`config.mk`:
```
export PLATFORM = sky130hd
export DESIGN_NAME = resp_command_parser
export DESIGN_NICKNAME = d
export VERILOG_FILES = /design/src/sv/rcp_pkg.sv /design/src/sv/rcp_parser_core.sv /design/src/sv/rcp_out_fifo.sv /design/src/sv/resp_command_parser.sv
export SDC_FILE = /design/constraint.sdc
export NUM_CORES = 1
export LEC_CHECK = 0
export BUFFER_PORTS_ARGS = -buffer_cell sky130_fd_sc_hd__buf_2
export CAP_MARGIN = 15
export CELL_PAD_IN_SITES_DETAIL_PLACEMENT = 0
export CELL_PAD_IN_SITES_GLOBAL_PLACEMENT = 1
export CORE_MARGIN = 10
export CORE_UTILIZATION = 48
export CTS_CLUSTER_DIAMETER = 100
export DETAILED_ROUTE_END_ITERATION = 10
export GPL_ROUTABILITY_DRIVEN = 0
export HOLD_SLACK_MARGIN = 0.03
export PLACE_DENSITY = 0.77
export RECOVER_POWER = 100
export SYNTH_ARGS = -nofsm -noshare
export SYNTH_HDL_FRONTEND = slang
export SYNTH_SLANG_ARGS = --single-unit
```
`constraint.sdc`:
```
create_clock -name clk -period 5.9 [get_ports clk]
set_input_delay 0.59 -clock clk [delete_from_list [all_inputs] [get_ports clk]]
set_output_delay 0.59 -clock clk [all_outputs]
set_load 0.01 [all_outputs]
```
`src/sv/rcp_pkg.sv`:
```
// Shared types, constants and name tables for the RESP command parser.
// No dependencies; used by rcp_parser_core, rcp_out_fifo and resp_command_parser.
`timescale 1ns / 1ps

package rcp_pkg;

  typedef enum logic [3:0] {
    PH_STAR     = 4'd0,
    PH_COUNT    = 4'd1,
    PH_COUNT_LF = 4'd2,
    PH_DOLLAR   = 4'd3,
    PH_LEN      = 4'd4,
    PH_LEN_LF   = 4'd5,
    PH_FIELD    = 4'd6,
    PH_FIELD_LF = 4'd7,
    PH_SKIP     = 4'd8
  } phase_t;

  localparam logic [1:0] KIND_KEY   = 2'd0;
  localparam logic [1:0] KIND_VALUE = 2'd1;
  localparam logic [1:0] KIND_END   = 2'd2;

  localparam logic [1:0] CMD_SET = 2'd0;
  localparam logic [1:0] CMD_GET = 2'd1;
  localparam logic [1:0] CMD_RM  = 2'd2;

  localparam logic [2:0] ST_OK        = 3'd0;
  localparam logic [2:0] ST_MARKER    = 3'd1;
  localparam logic [2:0] ST_LINE_END  = 3'd2;
  localparam logic [2:0] ST_COUNT     = 3'd3;
  localparam logic [2:0] ST_NUMBER    = 3'd4;
  localparam logic [2:0] ST_UNKNOWN   = 3'd5;
  localparam logic [2:0] ST_TRUNCATED = 3'd6;

  localparam logic [7:0] CH_STAR   = 8'h2A;
  localparam logic [7:0] CH_DOLLAR = 8'h24;
  localparam logic [7:0] CH_CR     = 8'h0D;
  localparam logic [7:0] CH_LF     = 8'h0A;
  localparam logic [7:0] CH_0      = 8'h30;
  localparam logic [7:0] CH_9      = 8'h39;

  typedef struct packed {
    logic [1:0] kind;
    logic [7:0] data;
    logic [1:0] cmd;
    logic [2:0] status;
  } result_t;

  // Command name bytes; position past the name end reads as zero.
  function automatic logic [7:0] cmd_char(input logic [1:0] k, input logic [1:0] pos);
    logic [7:0] c;
    c = 8'h00;
    case (k)
      CMD_SET: begin
        case (pos)
          2'd0: c = 8'h53;
          2'd1: c = 8'h45;
          2'd2: c = 8'h54;
          default: c = 8'h00;
        endcase
      end
      CMD_GET: begin
        case (pos)
          2'd0: c = 8'h47;
          2'd1: c = 8'h45;
          2'd2: c = 8'h54;
          default: c = 8'h00;
        endcase
      end
      CMD_RM: begin
        case (pos)
          2'd0: c = 8'h52;
          2'd1: c = 8'h4D;
          default: c = 8'h00;
        endcase
      end
      default: c = 8'h00;
    endcase
    return c;
  endfunction

  function automatic logic [1:0] cmd_len(input logic [1:0] k);
    logic [1:0] n;
    case (k)
      CMD_SET: n = 2'd3;
      CMD_GET: n = 2'd3;
      CMD_RM:  n = 2'd2;
      default: n = 2'd0;
    endcase
    return n;
  endfunction

endpackage

```
`src/sv/rcp_parser_core.sv`:
```
// Parser state registers and the per-byte next-state / result logic.
// Depends on rcp_pkg.
`timescale 1ns / 1ps

module rcp_parser_core #(
  parameter int LENGTH_BITS = 16
) (
  input  logic                clk,
  input  logic                rst,
  input  logic                accept,
  input  logic [7:0]          data_byte,
  input  logic                last_byte,
  output logic                res_valid,
  output rcp_pkg::result_t    res
);

  localparam int SUM_BITS = LENGTH_BITS + 4;

  rcp_pkg::phase_t        phase, phase_next;
  logic [1:0]             item_count, item_count_next;
  logic [1:0]             item_index, item_index_next;
  logic [LENGTH_BITS-1:0] number_accumulator, number_accumulator_next;
  logic                   digit_seen, digit_seen_next;
  logic [LENGTH_BITS-1:0] field_remaining, field_remaining_next;
  logic [1:0]             name_position, name_position_next;
  logic [2:0]             name_match_bits, name_match_bits_next;
  logic [1:0]             decoded_command, decoded_command_next;

  logic                   is_digit;
  logic [SUM_BITS-1:0]    num_sum;
  logic                   oversize;
  logic                   end_now;
  logic [2:0]             end_status;
  logic                   byte_now;
  logic [1:0]             byte_kind;
  logic [2:0]             final_match;

  always_ff @(posedge clk) begin
    if (rst) begin
      phase              <= rcp_pkg::PH_STAR;
      item_count         <= '0;
      item_index         <= '0;
      number_accumulator <= '0;
      digit_seen         <= 1'b0;
      field_remaining    <= '0;
      name_position      <= '0;
      name_match_bits    <= 3'b111;
      decoded_command    <= '0;
    end else if (accept) begin
      phase              <= phase_next;
      item_count         <= item_count_next;
      item_index         <= item_index_next;
      number_accumulator <= number_accumulator_next;
      digit_seen         <= digit_seen_next;
      field_remaining    <= field_remaining_next;
      name_position      <= name_position_next;
      name_match_bits    <= name_match_bits_next;
      decoded_command    <= decoded_command_next;
    end
  end

  // acc * 10 + digit as shift-add
  always_comb begin
    is_digit = (data_byte inside {[rcp_pkg::CH_0:rcp_pkg::CH_9]});
    num_sum  = {number_accumulator, 3'b000} + {2'b00, number_accumulator, 1'b0}
             + {{(SUM_BITS-4){1'b0}}, data_byte[3:0]};
    oversize = |num_sum[SUM_BITS-1:LENGTH_BITS];
  end

  always_comb begin
    phase_next              = phase;
    item_count_next         = item_count;
    item_index_next         = item_index;
    number_accumulator_next = number_accumulator;
    digit_seen_next         = digit_seen;
    field_remaining_next    = field_remaining;
    name_position_next      = name_position;
    name_match_bits_next    = name_match_bits;
    decoded_command_next    = decoded_command;
    end_now    = 1'b0;
    end_status = rcp_pkg::ST_OK;
    byte_now   = 1'b0;
    byte_kind  = rcp_pkg::KIND_KEY;
    final_match = name_match_bits;

    case (phase)
      rcp_pkg::PH_STAR, rcp_pkg::PH_DOLLAR: begin
        if (data_byte != ((phase == rcp_pkg::PH_STAR) ? rcp_pkg::CH_STAR
                                                      : rcp_pkg::CH_DOLLAR)) begin
          end_now    = 1'b1;
          end_status = rcp_pkg::ST_MARKER;
        end else begin
          number_accumulator_next = '0;
          digit_seen_next         = 1'b0;
          phase_next = (phase == rcp_pkg::PH_STAR) ? rcp_pkg::PH_COUNT : rcp_pkg::PH_LEN;
        end
      end
      rcp_pkg::PH_COUNT, rcp_pkg::PH_LEN: begin
        if (data_byte == rcp_pkg::CH_CR) begin
          if (!digit_seen) begin
            end_now    = 1'b1;
            end_status = rcp_pkg::ST_NUMBER;
          end else begin
            phase_next = (phase == rcp_pkg::PH_COUNT) ? rcp_pkg::PH_COUNT_LF
                                                      : rcp_pkg::PH_LEN_LF;
          end
        end else if (!is_digit || oversize) begin
          end_now    = 1'b1;
          end_status = rcp_pkg::ST_NUMBER;
        end else begin
          number_accumulator_next = num_sum[LENGTH_BITS-1:0];
          digit_seen_next         = 1'b1;
        end
      end
      rcp_pkg::PH_COUNT_LF: begin
        if (data_byte != rcp_pkg::CH_LF) begin
          end_now    = 1'b1;
          end_status = rcp_pkg::ST_LINE_END;
        end else if (number_accumulator != LENGTH_BITS'(2)
                     && number_accumulator != LENGTH_BITS'(3)) begin
          end_now    = 1'b1;
          end_status = rcp_pkg::ST_COUNT;
        end else begin
          item_count_next = number_accumulator[1:0];
          item_index_next = '0;
          phase_next      = rcp_pkg::PH_DOLLAR;
        end
      end
      rcp_pkg::PH_LEN_LF: begin
        if (data_byte != rcp_pkg::CH_LF) begin
          end_now    = 1'b1;
          end_status = rcp_pkg::ST_LINE_END;
        end else begin
          field_remaining_next = number_accumulator;
          name_position_next   = '0;
          name_match_bits_next = 3'b111;
          phase_next           = rcp_pkg::PH_FIELD;
        end
      end
      rcp_pkg::PH_FIELD: begin
        if (data_byte == rcp_pkg::CH_CR) begin
          phase_next = rcp_pkg::PH_FIELD_LF;
          if (item_index == 2'd0) begin
            for (int k = 0; k < 3; k++) begin
              if (name_position != rcp_pkg::cmd_len(2'(k))) final_match[k] = 1'b0;
            end
            name_match_bits_next = final_match;
            if (final_match[0])      decoded_command_next = rcp_pkg::CMD_SET;
            else if (final_match[1]) decoded_command_next = rcp_pkg::CMD_GET;
            else if (final_match[2]) decoded_command_next = rcp_pkg::CMD_RM;
            else begin
              end_now    = 1'b1;
              end_status = rcp_pkg::ST_UNKNOWN;
            end
          end
        end else if (field_remaining != '0) begin
          field_remaining_next = field_remaining - LENGTH_BITS'(1);
          if (item_index == 2'd0) begin
            for (int k = 0; k < 3; k++) begin
              if (name_position >= rcp_pkg::cmd_len(2'(k))
                  || rcp_pkg::cmd_char(2'(k), name_position) != data_byte)
                final_match[k] = 1'b0;
            end
            if (name_position < 2'd3) begin
              name_position_next   = name_position + 2'd1;
              name_match_bits_next = final_match;
            end else begin
              name_match_bits_next = 3'b000;
            end
          end else begin
            byte_now  = 1'b1;
            byte_kind = (item_index == 2'd1) ? rcp_pkg::KIND_KEY : rcp_pkg::KIND_VALUE;
          end
        end
      end
      rcp_pkg::PH_FIELD_LF: begin
        if (data_byte != rcp_pkg::CH_LF) begin
          end_now    = 1'b1;
          end_status = rcp_pkg::ST_LINE_END;
        end else begin
          item_index_next = item_index + 2'd1;
          if ((item_index + 2'd1) >= item_count) begin
            end_now    = 1'b1;
            end_status = rcp_pkg::ST_OK;
          end else begin
            phase_next = rcp_pkg::PH_DOLLAR;
          end
        end
      end
      default: ;
    endcase

    if (end_now) phase_next = rcp_pkg::PH_SKIP;

    // truncated end overrides a byte carried by the final transfer
    if (last_byte && phase_next != rcp_pkg::PH_SKIP) begin
      end_now    = 1'b1;
      end_status = rcp_pkg::ST_TRUNCATED;
    end

    res_valid = accept && (end_now || byte_now);
    if (end_now) begin
      res.kind   = rcp_pkg::KIND_END;
      res.data   = 8'h00;
      res.cmd    = decoded_command_next;
      res.status = end_status;
    end else begin
      res.kind   = byte_kind;
      res.data   = data_byte;
      res.cmd    = 2'd0;
      res.status = rcp_pkg::ST_OK;
    end

    if (last_byte) begin
      phase_next              = rcp_pkg::PH_STAR;
      item_count_next         = '0;
      item_index_next         = '0;
      number_accumulator_next = '0;
      digit_seen_next         = 1'b0;
      field_remaining_next    = '0;
      name_position_next      = '0;
      name_match_bits_next    = 3'b111;
      decoded_command_next    = '0;
    end
  end

endmodule

```
`src/sv/rcp_out_fifo.sv`:
```
// Two-entry result buffer between the parser and the output channel.
// Depends on rcp_pkg for the result struct.
`timescale 1ns / 1ps

module rcp_out_fifo (
  input  logic             clk,
  input  logic             rst,
  input  logic             push,
  input  rcp_pkg::result_t push_data,
  input  logic             pop,
  output logic             full,
  output logic             not_empty,
  output rcp_pkg::result_t head_data
);

  rcp_pkg::result_t slot [2];
  logic             head;
  logic [1:0]       count;
  logic             wr_ptr;

  assign wr_ptr    = head ^ count[0];
  assign full      = count[1];
  assign not_empty = (count != 2'd0);
  assign head_data = slot[head];

  always_ff @(posedge clk) begin
    if (rst) begin
      head  <= 1'b0;
      count <= 2'd0;
    end else begin
      if (pop) head <= ~head;
      count <= count + {1'b0, push} - {1'b0, pop};
    end
  end

  always_ff @(posedge clk) begin
    if (push) slot[wr_ptr] <= push_data;
  end

endmodule

```
`src/sv/resp_command_parser.sv`:
```
// Top level of the RESP command parser: input handshake, parser core, result buffer.
// Depends on rcp_pkg, rcp_parser_core and rcp_out_fifo.
`timescale 1ns / 1ps

// Byte-serial parser for one RESP-style request: '*' count CRLF, then 2 or 3
// items of '$' length CRLF field CRLF; the first field names SET, GET or RM.
// Input channel: data_byte/last_byte with in_valid/in_stall. One byte is
// transferred per cycle when in_valid is high and in_stall low.
// Output channel: result_kind/result_byte/command_kind/parse_status with
// out_valid/out_stall. Key and value bytes come out as they arrive; one end
// result carries the command and the status.
// A result is registered in the result buffer and shown once it reaches its head.
// Throughput: one byte per clock while in_stall is low; the byte step is a single
// pass through the parser core, and a two-entry result buffer decouples the sides.
// Stall: while the receiver stalls, results collect in the buffer; once it
// holds two, in_stall rises until one is taken.
// Reset (rst, synchronous): parser waits for '*', buffer empties.
// After last_byte the parser returns to its reset state; an unfinished
// request yields a truncated end result.
module resp_command_parser #(
  parameter int LENGTH_BITS = 16
) (
  input  logic       clk,
  input  logic       rst,
  input  logic       in_valid,
  output logic       in_stall,
  input  logic [7:0] data_byte,
  input  logic       last_byte,
  output logic       out_valid,
  input  logic       out_stall,
  output logic [1:0] result_kind,
  output logic [7:0] result_byte,
  output logic [1:0] command_kind,
  output logic [2:0] parse_status
);

  logic             in_accept;
  logic             res_valid;
  rcp_pkg::result_t res;
  rcp_pkg::result_t head_data;
  logic             buf_full;

  assign in_stall  = buf_full;
  assign in_accept = in_valid && !buf_full;

  rcp_parser_core #(
    .LENGTH_BITS(LENGTH_BITS)
  ) u_core (
    .clk       (clk),
    .rst       (rst),
    .accept    (in_accept),
    .data_byte (data_byte),
    .last_byte (last_byte),
    .res_valid (res_valid),
    .res       (res)
  );

  rcp_out_fifo u_fifo (
    .clk       (clk),
    .rst       (rst),
    .push      (res_valid),
    .push_data (res),
    .pop       (out_valid && !out_stall),
    .full      (buf_full),
    .not_empty (out_valid),
    .head_data (head_data)
  );

  assign result_kind  = head_data.kind;
  assign result_byte  = head_data.data;
  assign command_kind = head_data.cmd;
  assign parse_status = head_data.status;

`ifndef SYNTHESIS
  a_stall_needs_pending: assert property (@(posedge clk) disable iff (rst)
    in_stall |-> out_valid)
    else $error("input stalled with no pending result");

  a_result_from_transfer: assert property (@(posedge clk) disable iff (rst)
    res_valid |-> in_accept)
    else $error("result produced without an input transfer");

  a_byte_result_clean: assert property (@(posedge clk) disable iff (rst)
    (out_valid && result_kind != rcp_pkg::KIND_END) |->
      (command_kind == 2'd0 && parse_status == rcp_pkg::ST_OK))
    else $error("key/value result carries command or status");

  a_end_byte_zero: assert property (@(posedge clk) disable iff (rst)
    (out_valid && result_kind == rcp_pkg::KIND_END) |-> (result_byte == 8'h00))
    else $error("end result carries a data byte");
`endif

endmodule
```
**Word level (Yosys, flattened, before mapping)**

Memories as Yosys holds them, arrays and structs flattened. A register that Yosys moved wholly into a read port is not among the register bits.
Cells that the tools add are included.

- Memories: 1
- Bits in writable memories: 30
- Input port bits: 13
- Flip-flop bits (word level): 51
- Output and inout port bits: 17
- Word-level logic and storage cells: 251

- $lt $le $gt $ge: 6
- Reduce and logical (&&, ||, !) cells: 35
- Multiplexer cells: 147
- Equal/unequal tests: 40
- Bitwise operators: 2
- $add $sub $neg: 7

Memories:

| name | words | bits a word | read ports | clocked after memory_dff | wr ports | line | source |
|---|---|---|---|---|---|---|---|
| u_fifo.slot | 2 | 15 | 1 | 1 | 1 | rcp_out_fifo.sv:16 | `rcp_pkg::result_t slot [2];` |

Operators by type and width:

| operator | count |
|---|---|
| two-way mux 16 bit | 8 |
| two-way mux 8 bit | 12 |
| two-way mux 2 bit | 39 |
| case mux 16 bit (2 select lines) | 2 |
| two-way mux 3 bit | 19 |
| two-way mux 4 bit | 12 |
| two-way mux 1 bit | 44 |
| case mux 7 bit (3 select lines) | 2 |
| inequality test 16 x 2 -> 1 bit, second input constant | 2 |
| inequality test 8 bit | 4 |
| AND reduction 7 bit | 4 |
| inequality test 3 bit, second input constant | 8 |
| case mux 4 bit (6 select lines) | 1 |
| adder 19 x 17 -> 20 bit | 1 |
| adder 20 x 4 -> 20 bit | 1 |
| equality test 4 x 3 -> 1 bit, second input constant | 4 |
| nonzero test 16 bit | 1 |
| subtractor 16 x 1 -> 16 bit, second input constant | 1 |
| two-way mux 15 bit | 1 |
| inequality test 5 x 3 -> 1 bit, second input constant | 3 |
| case mux 3 bit (5 select lines) | 1 |
| AND reduction 5 bit | 3 |
| case mux 7 bit (2 select lines) | 1 |
| inequality test 4 bit, second input constant | 3 |
| other kinds (33) | 60 |

**Depth between registers and ports, before layout**

Gate-level depths: netlist (run 1).

- Depth after elaboration: 23
- Mapped depth: 17
- Gate-level depth less buffers: 16

**Hierarchy**

Synthesis (run 1) repeated with hierarchy kept, for this count alone.

- Cells, all modules: 661
- Area total of the unflattened synthesis: 5708.0 um^2

Modules (own cells, without submodules):

| module | cells each | times used | seq. area each (um^2) | area each (um^2) |
|---|---|---|---|---|
| rcp_parser_core | 593 | 1 | 960.9 | 4351.7 |
| rcp_out_fifo | 66 | 1 | 980.9 | 1328.8 |
| resp_command_parser | 2 | 1 | 0.0 | 27.5 |

**Worst setup path after synthesis (run 1)**

OpenSTA, ideal clock, no wires.

- Kind: input -> register
- From: input port data_byte[3]
- To: memory u_fifo.slot[0][0] (netlist bit) (enable)
- Setup slack: 1.432 ns
- Arrival time: 4.058 ns
- Buffers on the path: 1
- Setup time: 0.411 ns
- Stages on the path: 13
- Data required time: 5.489 ns
- Cells stage by stage: inv_1 > fa_1 > inv_1 > fa_1 > a211oi_1 > o211ai_1 > nand3_1 > a21boi_0 > o2111ai_1 > o21a_4 > nor2_4 > buf_4 > a211oi_1

- Longest elaborated chain between the ends: 15
- Elaborated cells between the ends (all ways): 35
- Those cells by class: add/sub (1); order compare (2); eq/ne (4); mux (21); reduce/logical (7)

Ends and longest elaborated chain:

| element | line | source |
|---|---|---|
| start: declaration | resp_command_parser.sv:27 | `input logic [7:0] data_byte,` |
| parallel branches: the longest is 11 deep, another holds adder 20 x 4 -> 20 bit | n/a |  |
| logical OR 1 bit * | rcp_parser_core.sv:201 | `res_valid = accept && (end_now \|\| byte_now);` |
| logical AND 1 bit * | rcp_parser_core.sv:201 |  |
| two-way mux 1 bit * | rcp_out_fifo.sv:37 | `if (push) slot[wr_ptr] <= push_data;` |
| two-way mux 1 bit (not written as such) * | rcp_out_fifo.sv:37 |  |
| end: declaration | rcp_out_fifo.sv:16 |  |

Every way passes the cells marked *.

**Worst setup path after layout (run 1)**

- From: input port data_byte[4]
- To: register u_fifo.count[1]

- Longest elaborated chain between the ends: 15
- Elaborated cells between the ends (all ways): 33
- Those cells by class: add/sub (2); order compare (2); eq/ne (4); mux (19); reduce/logical (6)

Ends and longest elaborated chain:

| element | line | source |
|---|---|---|
| greater-or-equal comparator 8 x 6 -> 1 bit or <= comparator 8 x 6 -> 1 bit (tied branches) | rcp_parser_core.sv:64 | `is_digit = (data_byte inside {[rcp_pkg::CH_0:rcp_pkg::CH_9]});` |
| logical AND 1 bit | rcp_parser_core.sv:64 |  |
| zero test 1 bit | rcp_parser_core.sv:107 | `end else if (!is_digit \|\| oversize) begin` |
| logical OR 1 bit | rcp_parser_core.sv:107 |  |
| two-way mux 1 bit | rcp_parser_core.sv:107 |  |
| two-way mux 1 bit | rcp_parser_core.sv:99 | `if (data_byte == rcp_pkg::CH_CR) begin` |
| case mux 1 bit (6 select lines) | rcp_parser_core.sv:86 | `case (phase)` |
| two-way mux 4 bit | rcp_parser_core.sv:193 | `if (end_now) phase_next = rcp_pkg::PH_SKIP;` |
| inequality test 4 bit | rcp_parser_core.sv:196 | `if (last_byte && phase_next != rcp_pkg::PH_SKIP) begin` |
| logical AND 1 bit | rcp_parser_core.sv:196 |  |
| two-way mux 1 bit | rcp_parser_core.sv:196 |  |
| logical OR 1 bit * | rcp_parser_core.sv:201 |  |
| logical AND 1 bit * | rcp_parser_core.sv:201 |  |
| adder 2 x 1 -> 2 bit * | rcp_out_fifo.sv:32 | `count <= count + {1'b0, push} - {1'b0, pop};` |
| subtractor 2 x 1 -> 2 bit * | rcp_out_fifo.sv:32 |  |
| end signal: assignment | rcp_out_fifo.sv:32 |  |
| end: declaration | rcp_out_fifo.sv:18 | `logic [1:0] count;` |

Mark *: on every way between the ends. The rest lies on a longest branch, timed or not.
A chain may end at the register's enable or synchronous reset.

==> summary.txt, run 1 <==
Logic synthesis
  • Warnings, synthesis: 0
  • Post-synthesis net count: 686
  • Post-synth ARST share: 0%
  • Syn avg cell area: 8.92 µm²
  • Ranking of synthesized cells by area: dfxtp_1 19%, edfxtp_1 16%, ha_1 9.4%, a21oi_1 4.1%, nor2_1 3.8%
  • Largest area contributor in the netlist: dfxtp_1
  • Cell count after synthesis: 629
  • Synthesized area: 5610 µm²
  • Synth Register Bits: 82
  • Netlist cell types: 73
  • Top-area cell type share of the netlist area: 18.6%
  • Sequential fraction of the synthesis area: 34.6%
  • Top FF cell, synth: dfxtp_1
  • Post-synth EDFFs: 30

STA
  • Post-route clock period utilization: 79.8%
  • Slew @ Worst Pin: 1180 ps
  • FMAX: 0.212 GHz
  • WHS: 465 ps
  • Post-layout min period: 4710 ps
  • Setup TNS: 0 ps
  • Relative slew slack: 19.0%
  • Worst Skew: 6.47 ps
  • Endpoints failing setup: 0
  • Fin. Hold Viols: 0
  • RSZ-0062 raised after global routing: false
  • Final worst slack: 1190 ps
  • Final Max Slew Viols: 0

Floorplanning
  • Initial Utilization: 49.1%
  • Ports: 30
  • Die X: 128 µm
  • Core area: 11400 µm²
  • Die area: 16400 µm²
  • Row cnt: 39
  • Die Y: 128 µm

Worst setup path
  • Setup crit end kind: flop
  • Crit path kind: input pin to flop
  • CP required: 6100 ps
  • CP Data Arrival Time: 4910 ps
  • Startpoint Class: input pin
  • Crit-path max FO: 13

Clock tree
  • CTS tree: yes
  • Hold-fix buffers, CTS: 0
  • Post-CTS Repair Setup Buffers: 0
  • Clock-pin slew on the worst setup and hold paths: 60 ps
  • H-tree Lvls: 3
  • Clock Latency Late Sink: 340 ps
  • Num CTS Buffers: 9
  • Clock sink count: 82
  • CTS max path bufs: 2
  • Post-cts resize count: 0
  • Root Driver: clkbuf_16

Pwr
  • Leak: 0.00244 µW
  • Max IR drop VDD: 0.000275 V
  • Power per cell area: 277 nW/µm²

Route
  • DRC viols: 0
  • Vias: 4796
  • Initial drt markers: 376
  • Drt total wl: 14.3 mm
  • Drt first pass iters: 5
  • DRT antenna net count: 0
  • Detailed-route wire length per cell: 18.0 µm
  • Via-to-Cell Ratio: 6.04

Finish
  • Commonest cells after routing, fill and taps aside: 57 x nor2_1, 52 x dfxtp_1, 48 x nand2_1, 47 x a21oi_1, 42 x ha_1
  • Fin area: 6090 µm²
  • Area grow syn2layout: 8.52%
  • Layout cells sized above 1: 9.23%
  • Fillers: 1114
  • Final net count: 702
  • Commonest non-fill, non-tap cell in the layout: nor2_1

Run
  • MaxCap Viol Count: 0

Global route
  • Vias in the first global route: 4661
  • GR Overflow Total: 0
  • Gr usage total: 17.5%
  • Largest net degree at the start of global routing: 35
  • Initial antenna violation count: 1
  • First-pass GRT wire length: 23.5 mm

Placed design
  • Place WS: 1370 ps
  • DP Area: 5840 µm²
  • Dpl hpwl: 10.8 mm
  • Port bufs: 29

Outcome
  • Outcome: finished clean

Hold path
  • Hold crit path type: flop to flop
flip-flops by register name (all words and copies together) (netlist names), named ones only:
name                       count
u_core.field_remaining        16
u_core.phase                   4
u_core.name_position           2
u_core.name_match_bits         3
u_fifo.slot                   30
u_core.decoded_command         2
u_core.digit_seen              1
u_core.item_count              2
u_core.item_index              2
u_fifo.head                    1
u_core.number_accumulator     16
u_fifo.count                   2
through the flow:
step	cells	total power [µW]	utilization [%]
finish	794	1680	53.3
CTS	792	1730	54.0
global placement	776	1100	51.1
global route	793	1760	53.3
floorplan	629	990	-
detailed placement	776	1120	51.1
path summary, 6_finish.rpt:
| check | start | to | slack, ps | depth (start not counted) |
|---|---|---|---|---|
| hold / removal | u_core.digit_seen | u_core.digit_seen | 470 | 1 |
| setup / recovery | data_byte[4] | u_fifo.count[1] | 1190 | 13 |
| hold reg to reg | u_core.digit_seen | u_core.digit_seen | 470 | 1 |
| setup reg to reg | u_core.phase[2] | u_fifo.slot[0][8] | 1260 | 9 |
power breakdown:
part / leakage, µW / internal, µW / switching (µW)
Combinational: 0.00157 / 139 / 210
Clock: 0.000164 / 379 / 231
Sequential: 0.000703 / 682 / 43.9
per-layer routing:
| metal | track usage [%] | wire length, µm | vias up | share of wire, % |
|---|---|---|---|---|
| met2 | 29.6 | 6920 | 106 | 48 |
| li1 | - | - | 2383 | - |
| met3 | 3.60 | 713 | 20 | 5.0 |
| met1 | 21.3 | 6390 | 2287 | 45 |
| met4 | 6.89 | 276 | 0 | 1.9 |
| met5 | 0 | 0 | - | 0 |
final cells by class:
class | count | area, µm² | share of cell area [%]
Timing Repair Buffer | 34 | 151 | 2.49
Clock inverter | 5 | 56.3 | 0.925
Tap cell | 143 | 179 | 2.94
Multi-Input combinational cell | 495 | 3400 | 55.8
Clock buffer | 11 | 275 | 4.52
Inverter | 23 | 86.3 | 1.42
Sequential cell | 82 | 1940 | 31.9
Antenna cell | 1 | 2.50 | 0.0411
critical path, cell delays in order:
cell and delay, ps:
clkbuf_1 230, or4_1 680, nor3_1 660, o21ai_2 100
a2111oi_0 1060, o21ai_0 240, o21a_1 320, nor2_4 280
a21oi_1 120, ha_1 220, xor2_1 190, xnor2_1 160
nor2_1 60
cell usage after synthesis, types with 11 or more instances:
library cell / n
a22o_1: 16
nor3_1: 22
nand2_1: 48
xnor2_1: 14
mux2_2: 17
a21o_1: 12
xor2_1: 14
and2_1: 11
clkbuf_1: 18
nor2_1: 57
a21oi_1: 46
inv_1: 23
edfxtp_1: 30
dfxtp_1: 52
o21ai_0: 27
ha_1: 42
cells by family after synthesis:
logic type      Yosys count  share of synthesized area [%]
compound gates          172                           21.4
flops                    82                           34.6
xor+xnor                 28                           4.37
simple gates            231                           21.6
mux                      20                           3.95
fa+ha+maj                44                           10.1
buf+inv                  52                           3.92
Power figures use the tool's default switching activity.
==> inputs of run 2 (changes only) <==
--- a/config.mk
+++ b/config.mk
@@ -10,12 +10,12 @@
 export CELL_PAD_IN_SITES_DETAIL_PLACEMENT = 0
 export CELL_PAD_IN_SITES_GLOBAL_PLACEMENT = 1
 export CORE_MARGIN = 10
-export CORE_UTILIZATION = 48
+export CORE_UTILIZATION = 43
 export CTS_CLUSTER_DIAMETER = 100
 export DETAILED_ROUTE_END_ITERATION = 10
 export GPL_ROUTABILITY_DRIVEN = 0
 export HOLD_SLACK_MARGIN = 0.03
-export PLACE_DENSITY = 0.77
+export PLACE_DENSITY = 0.72
 export RECOVER_POWER = 100
 export SYNTH_ARGS = -nofsm -noshare
 export SYNTH_HDL_FRONTEND = slang
==> constraint.sdc (replaced) <==
create_clock -name clk -period 3.84 [get_ports clk]
set_input_delay 0.384 -clock clk [delete_from_list [all_inputs] [get_ports clk]]
set_output_delay 0.384 -clock clk [all_outputs]
set_load 0.01 [all_outputs]
==> summary.txt, run 2 (synthesized netlist as in run 1, its figures left out) <==
Clock tree
  • CTS tree: yes
  • Num CTS Buffers: 9
  • Root Driver: clkbuf_16
  • H-tree Lvls: 3
  • Post-CTS Repair Setup Buffers: 0
  • Clock-pin slew on the worst setup and hold paths: 60 ps
  • Clock Latency Late Sink: 340 ps
  • Hold-fix buffers, CTS: 0
  • CTS max path bufs: 2
  • Clock sink count: 82
  • Post-cts resize count: 0

Finish
  • Commonest non-fill, non-tap cell in the layout: nor2_1
  • Area of the multi-input gates: 3430 µm²
  • Reg area: 1940 µm²
  • Layout cells sized above 1: 13.2%
  • Number of diodes: 0
  • Fillers: 1252
  • Final Util: 49.9%
  • Largest reg by FF count: u_fifo.slot
  • Non-Filler Instances: 847
  • Largest registers: u_fifo.slot: 30 flops, u_core.field_remaining: 16 flops, u_core.number_accumulator: 16 flops
  • Area grow syn2layout: 13.1%
  • Max reg flops: 30
  • Final net count: 727
  • Commonest cells after routing, fill and taps aside: 57 x nor2_1, 52 x dfxtp_1, 48 x nand2_1, 46 x a21oi_1, 42 x ha_1

Global route
  • GR Overflow Total: 0
  • Vias in the first global route: 4711
  • Initial antenna violation count: 0
  • Gr usage total: 16.7%
  • Largest net degree at the start of global routing: 35
  • First-pass GRT wire length: 24.5 mm

STA
  • FMAX: 0.280 GHz
  • Fin. Hold Viols: 0
  • Final Max Slew Viols: 0
  • Post-route clock period utilization: 93.0%
  • RSZ-0062 raised after global routing: false
  • Post-layout min period: 3570 ps
  • Slew @ Worst Pin: 782 ps
  • Worst Skew: 7.58 ps
  • Setup TNS: 0 ps
  • WHS: 409 ps
  • Relative slew slack: 47.9%
  • Endpoints failing setup: 0

Pwr
  • Comb pwr share: 22.9%
  • Leak: 0.00257 µW
  • Max IR drop VDD: 0.000173 V
  • Sw Ratio: 29.2%
  • Power per cell area: 410 nW/µm²
  • Sequential Power Share: 42.5%
  • PnR Total Power: 2600 µW
  • Internal power component: 1840 µW
  • Clk network pwr share: 34.6%
  • Psw: 761 µW

Floorplanning
  • Die Y: 134 µm
  • Initial Utilization: 44.1%
  • Ports: 30
  • Die X: 134 µm
  • Die area: 18000 µm²
  • Row cnt: 41
  • Core area: 12700 µm²

Worst setup path
  • CP Cell Sequence: inv_1, fa_1, inv_1, fa_1, a211oi_1, o21ai_0, and3_1, o211ai_1, nand4_2, o21a_4, nor2_4, a21oi_1, ha_1, xor2_1, xnor2_1, nor2_1
  • Startpoint Class: flop
  • CP Launch Point: u_core.number_accumulator[2]
  • WP depth: 16
  • Crit path buf inv count: 2
  • Delay-heaviest family, CP: adder cells
  • CP required: 4040 ps
  • CP Data Arrival Time: 3770 ps
  • Slowest-stage cell, CP: fa_1
  • RR Endpoint: u_fifo.count[1]
  • Crit-path max FO: 4
  • Reg-to-reg slack, setup: 270 ps
  • Crit path kind: flop to flop
  • Worst r2r path cells: 16
  • RR Startpoint: u_core.number_accumulator[2]
  • Setup crit end: u_fifo.count[1]
  • Setup crit end kind: flop
  • Slowest stage delay, CP: 480 ps

Placed design
  • Cells after DPL: 831
  • Port bufs: 29
  • Dpl hpwl: 11.3 mm

Hold path
  • Hold crit path type: input pin to flop
  • Hold Crit Start: data_byte[5]

Route
  • Detailed-route wire length per cell: 17.6 µm
  • Drt first pass iters: 5
  • DRT antenna net count: 0
  • Initial drt markers: 379
  • Via-to-Cell Ratio: 5.82
  • DRC viols: 0
  • Drt total wl: 14.9 mm
  • Vias: 4927

Run
  • MaxCap Viol Count: 0

Outcome
  • Outcome: finished clean
[run 2: worst min path at each step]
stage | end | slack, ps | cells after the start
floorplan | u_core.digit_seen | 420 | 1
global placement | u_core.digit_seen | 430 | 1
detailed placement | u_core.digit_seen | 440 | 1
CTS | u_fifo.slot[0][10] | 390 | 2
global route | u_fifo.slot[1][10] | 430 | 2
finish | u_fifo.slot[0][10] | 410 | 2
[run 2: cell type report]
cell class	count	area share, %
timing repair buffer	59	5.60
tap	172	3.39
clock buffer	10	3.94
multi-input combinational	495	54.1
sequential	82	30.6
inverter	23	1.36
clock inverter	6	0.986
[run 2: per-layer routing]
metal  vias to the layer above  track usage, %  wire length, µm
li1                       2417               -                -
met1                      2314            21.0             6700
met2                       170            26.9             7000
met3                        26            2.84              769
met4                         0            8.16              471
met5                         -               0                0
[run 2: stage by stage]
step                setup WS, ps  cell area [µm²]
floorplan                   66.8             5620
finish                       270             6340
global placement             167             6110
global route                3.96             6340
detailed placement           104             6110
CTS                          247             6420
[run 2: power groups by stage]
stage	Combinational, µW	Sequential [µW]	Clock [µW]
after floorplan	434	1090	0
after global placement	631	1120	0
after detailed placement	638	1130	0
after CTS	643	1110	925
after global routing	662	1120	953
final	597	1110	900
==> inputs of run 3 (changes only) <==
--- a/config.mk
+++ b/config.mk
@@ -7,10 +7,10 @@
 export LEC_CHECK = 0
 export BUFFER_PORTS_ARGS = -buffer_cell sky130_fd_sc_hd__buf_2
 export CAP_MARGIN = 15
-export CELL_PAD_IN_SITES_DETAIL_PLACEMENT = 0
-export CELL_PAD_IN_SITES_GLOBAL_PLACEMENT = 1
+export CELL_PAD_IN_SITES_DETAIL_PLACEMENT = 1
+export CELL_PAD_IN_SITES_GLOBAL_PLACEMENT = 2
 export CORE_MARGIN = 10
-export CORE_UTILIZATION = 43
+export CORE_UTILIZATION = 35
 export CTS_CLUSTER_DIAMETER = 100
 export DETAILED_ROUTE_END_ITERATION = 10
 export GPL_ROUTABILITY_DRIVEN = 0
==> summary.txt, run 3 (synthesized netlist as in run 1, its figures left out) <==
Clock tree
  • Post-cts resize count: 0
  • CTS max path bufs: 2
  • Post-CTS Repair Setup Buffers: 0
  • Clock sink count: 82
  • CTS tree: yes
  • Num CTS Buffers: 9
  • H-tree Lvls: 3
  • Hold-fix buffers, CTS: 0
  • Clock-pin slew on the worst setup and hold paths: 60 ps
  • Clock Latency Late Sink: 350 ps
  • Root Driver: clkbuf_16

STA
  • RSZ-0062 raised after global routing: false
  • WHS: 415 ps
  • Post-layout min period: 3570 ps
  • Slew @ Worst Pin: 810 ps
  • Final worst slack: 271 ps
  • Post-route clock period utilization: 92.9%
  • Fin. Hold Viols: 0
  • Relative slew slack: 46.0%
  • Endpoints failing setup: 0
  • Final Max Slew Viols: 0
  • Worst Skew: 8.28 ps
  • FMAX: 0.280 GHz

Global route
  • Vias in the first global route: 5336
  • GR Overflow Total: 0
  • Initial antenna violation count: 0
  • First-pass GRT wire length: 28.0 mm
  • Largest net degree at the start of global routing: 35
  • Gr usage total: 15.9%

Finish
  • Max reg flops: 30
  • Fillers: 1876
  • Number of diodes: 0
  • Layout cells sized above 1: 14.7%
  • Largest reg by FF count: u_fifo.slot
  • Area grow syn2layout: 14.4%
  • Commonest cells after routing, fill and taps aside: 57 x nor2_1, 49 x dfxtp_1, 48 x nand2_1, 44 x a21oi_1, 42 x ha_1
  • Final net count: 733
  • Commonest non-fill, non-tap cell in the layout: nor2_1
  • Largest registers: u_fifo.slot: 30 flops, u_core.field_remaining: 16 flops, u_core.number_accumulator: 16 flops

Worst setup path
  • Slowest stage delay, CP: 460 ps
  • Setup crit end: u_fifo.slot[0][8]
  • Worst r2r path cells: 13
  • Slowest-stage cell, CP: dfxtp_1
  • Crit-path max FO: 15
  • Setup crit end kind: flop
  • CP Launch Point: u_core.number_accumulator[8]
  • CP Data Arrival Time: 3630 ps
  • CP required: 3900 ps
  • CP Cell Sequence: ha_1, ha_1, clkbuf_2, a21oi_1, o21ai_0, a221oi_2, a21boi_0, o2111ai_1, o21a_4, nor2_4, clkbuf_1, a211oi_1, buf_12
  • Reg-to-reg slack, setup: 270 ps
  • Top cell by count, worst path: ha_1
  • Startpoint Class: flop
  • RR Startpoint: u_core.number_accumulator[8]
  • RR Endpoint: u_fifo.slot[0][8]
  • Crit path kind: flop to flop

Floorplanning
  • Ports: 30
  • Core area: 15800 µm²
  • Die X: 147 µm
  • Die Y: 147 µm
  • Initial Utilization: 35.6%
  • Row cnt: 46
  • Die area: 21500 µm²

Pwr
  • PnR Total Power: 2530 µW
  • Leak: 0.00257 µW
  • Power per cell area: 394 nW/µm²
  • Max IR drop VDD: 0.000205 V

Hold path
  • Hold crit path type: input pin to flop
  • Hold Crit Start: out_stall

Route
  • Drt total wl: 17.2 mm
  • Via-to-Cell Ratio: 5.57
  • Detailed-route wire length per cell: 19.1 µm
  • Initial drt markers: 271
  • Vias: 4994
  • DRC viols: 0
  • DRT antenna net count: 0
  • Drt first pass iters: 4

Run
  • MaxCap Viol Count: 0

Placed design
  • Port bufs: 29
  • Dpl hpwl: 13.3 mm
  • Place WS: -37.4 ps

Outcome
  • Outcome: finished clean
==> run 3: worst min path at each step <==
| stage | end | slack (ps) | cells after the start |
|---|---|---|---|
| after detailed placement | u_core.digit_seen | 430 | 1 |
| after global placement | u_core.digit_seen | 430 | 1 |
| final | flop | 410 | 4 |
| after global routing | u_fifo.slot[1][12] | 450 | 2 |
| after CTS | u_fifo.slot[1][12] | 390 | 2 |
| after floorplan | u_core.digit_seen | 420 | 1 |
==> run 3: per-layer routing <==
metal  vias to the layer above  track usage [%]  part of all wire (%)
met5                         -                0                     0
met1                      2470             18.5                    45
met2                        65             28.4                    50
met4                         0             6.46                   2.5
li1                       2434                -                     -
met3                        25             2.56                   2.8
==> run 3: power by group <==
part	leakage (µW)	internal (µW)	switching (µW)	total [µW]
sequential	0.000705	1050	66.0	1110
clock	0.000140	454	362	816
combinational	0.00173	248	353	601
total	0.00257	1750	782	2530
==> run 3: cell type report <==
class	instances	area [µm²]	share of cell area, %
clock buffers	11	243	3.78
clock inverters	5	30.0	0.468
inverters	23	86.3	1.34
multi-input cells	495	3460	53.9
flip-flops and latches	82	1950	30.3
well taps	216	270	4.21
repair buffers	65	385	6.00
==> run 3: through the flow <==
stage	std cells	TNS [ps]	instance area [µm²]	util [%]
floorplan	629	0	5620	-
global placement	881	0	6200	39.3
detailed placement	881	-548	6200	39.3
CTS	897	0	6470	41.0
global route	897	0	6420	40.7
finish	897	0	6420	40.7
==> run 3: critical path: cells and delay by family (launching register included) <==
kind                     cells  cell delay (ps)
AO/OA/AOI/OAI                7             1650
adder cells (fa/ha/maj)      2              590
buffers and inverters        3              500
flip-flops                   1              460
AND/OR/NAND/NOR              1               60
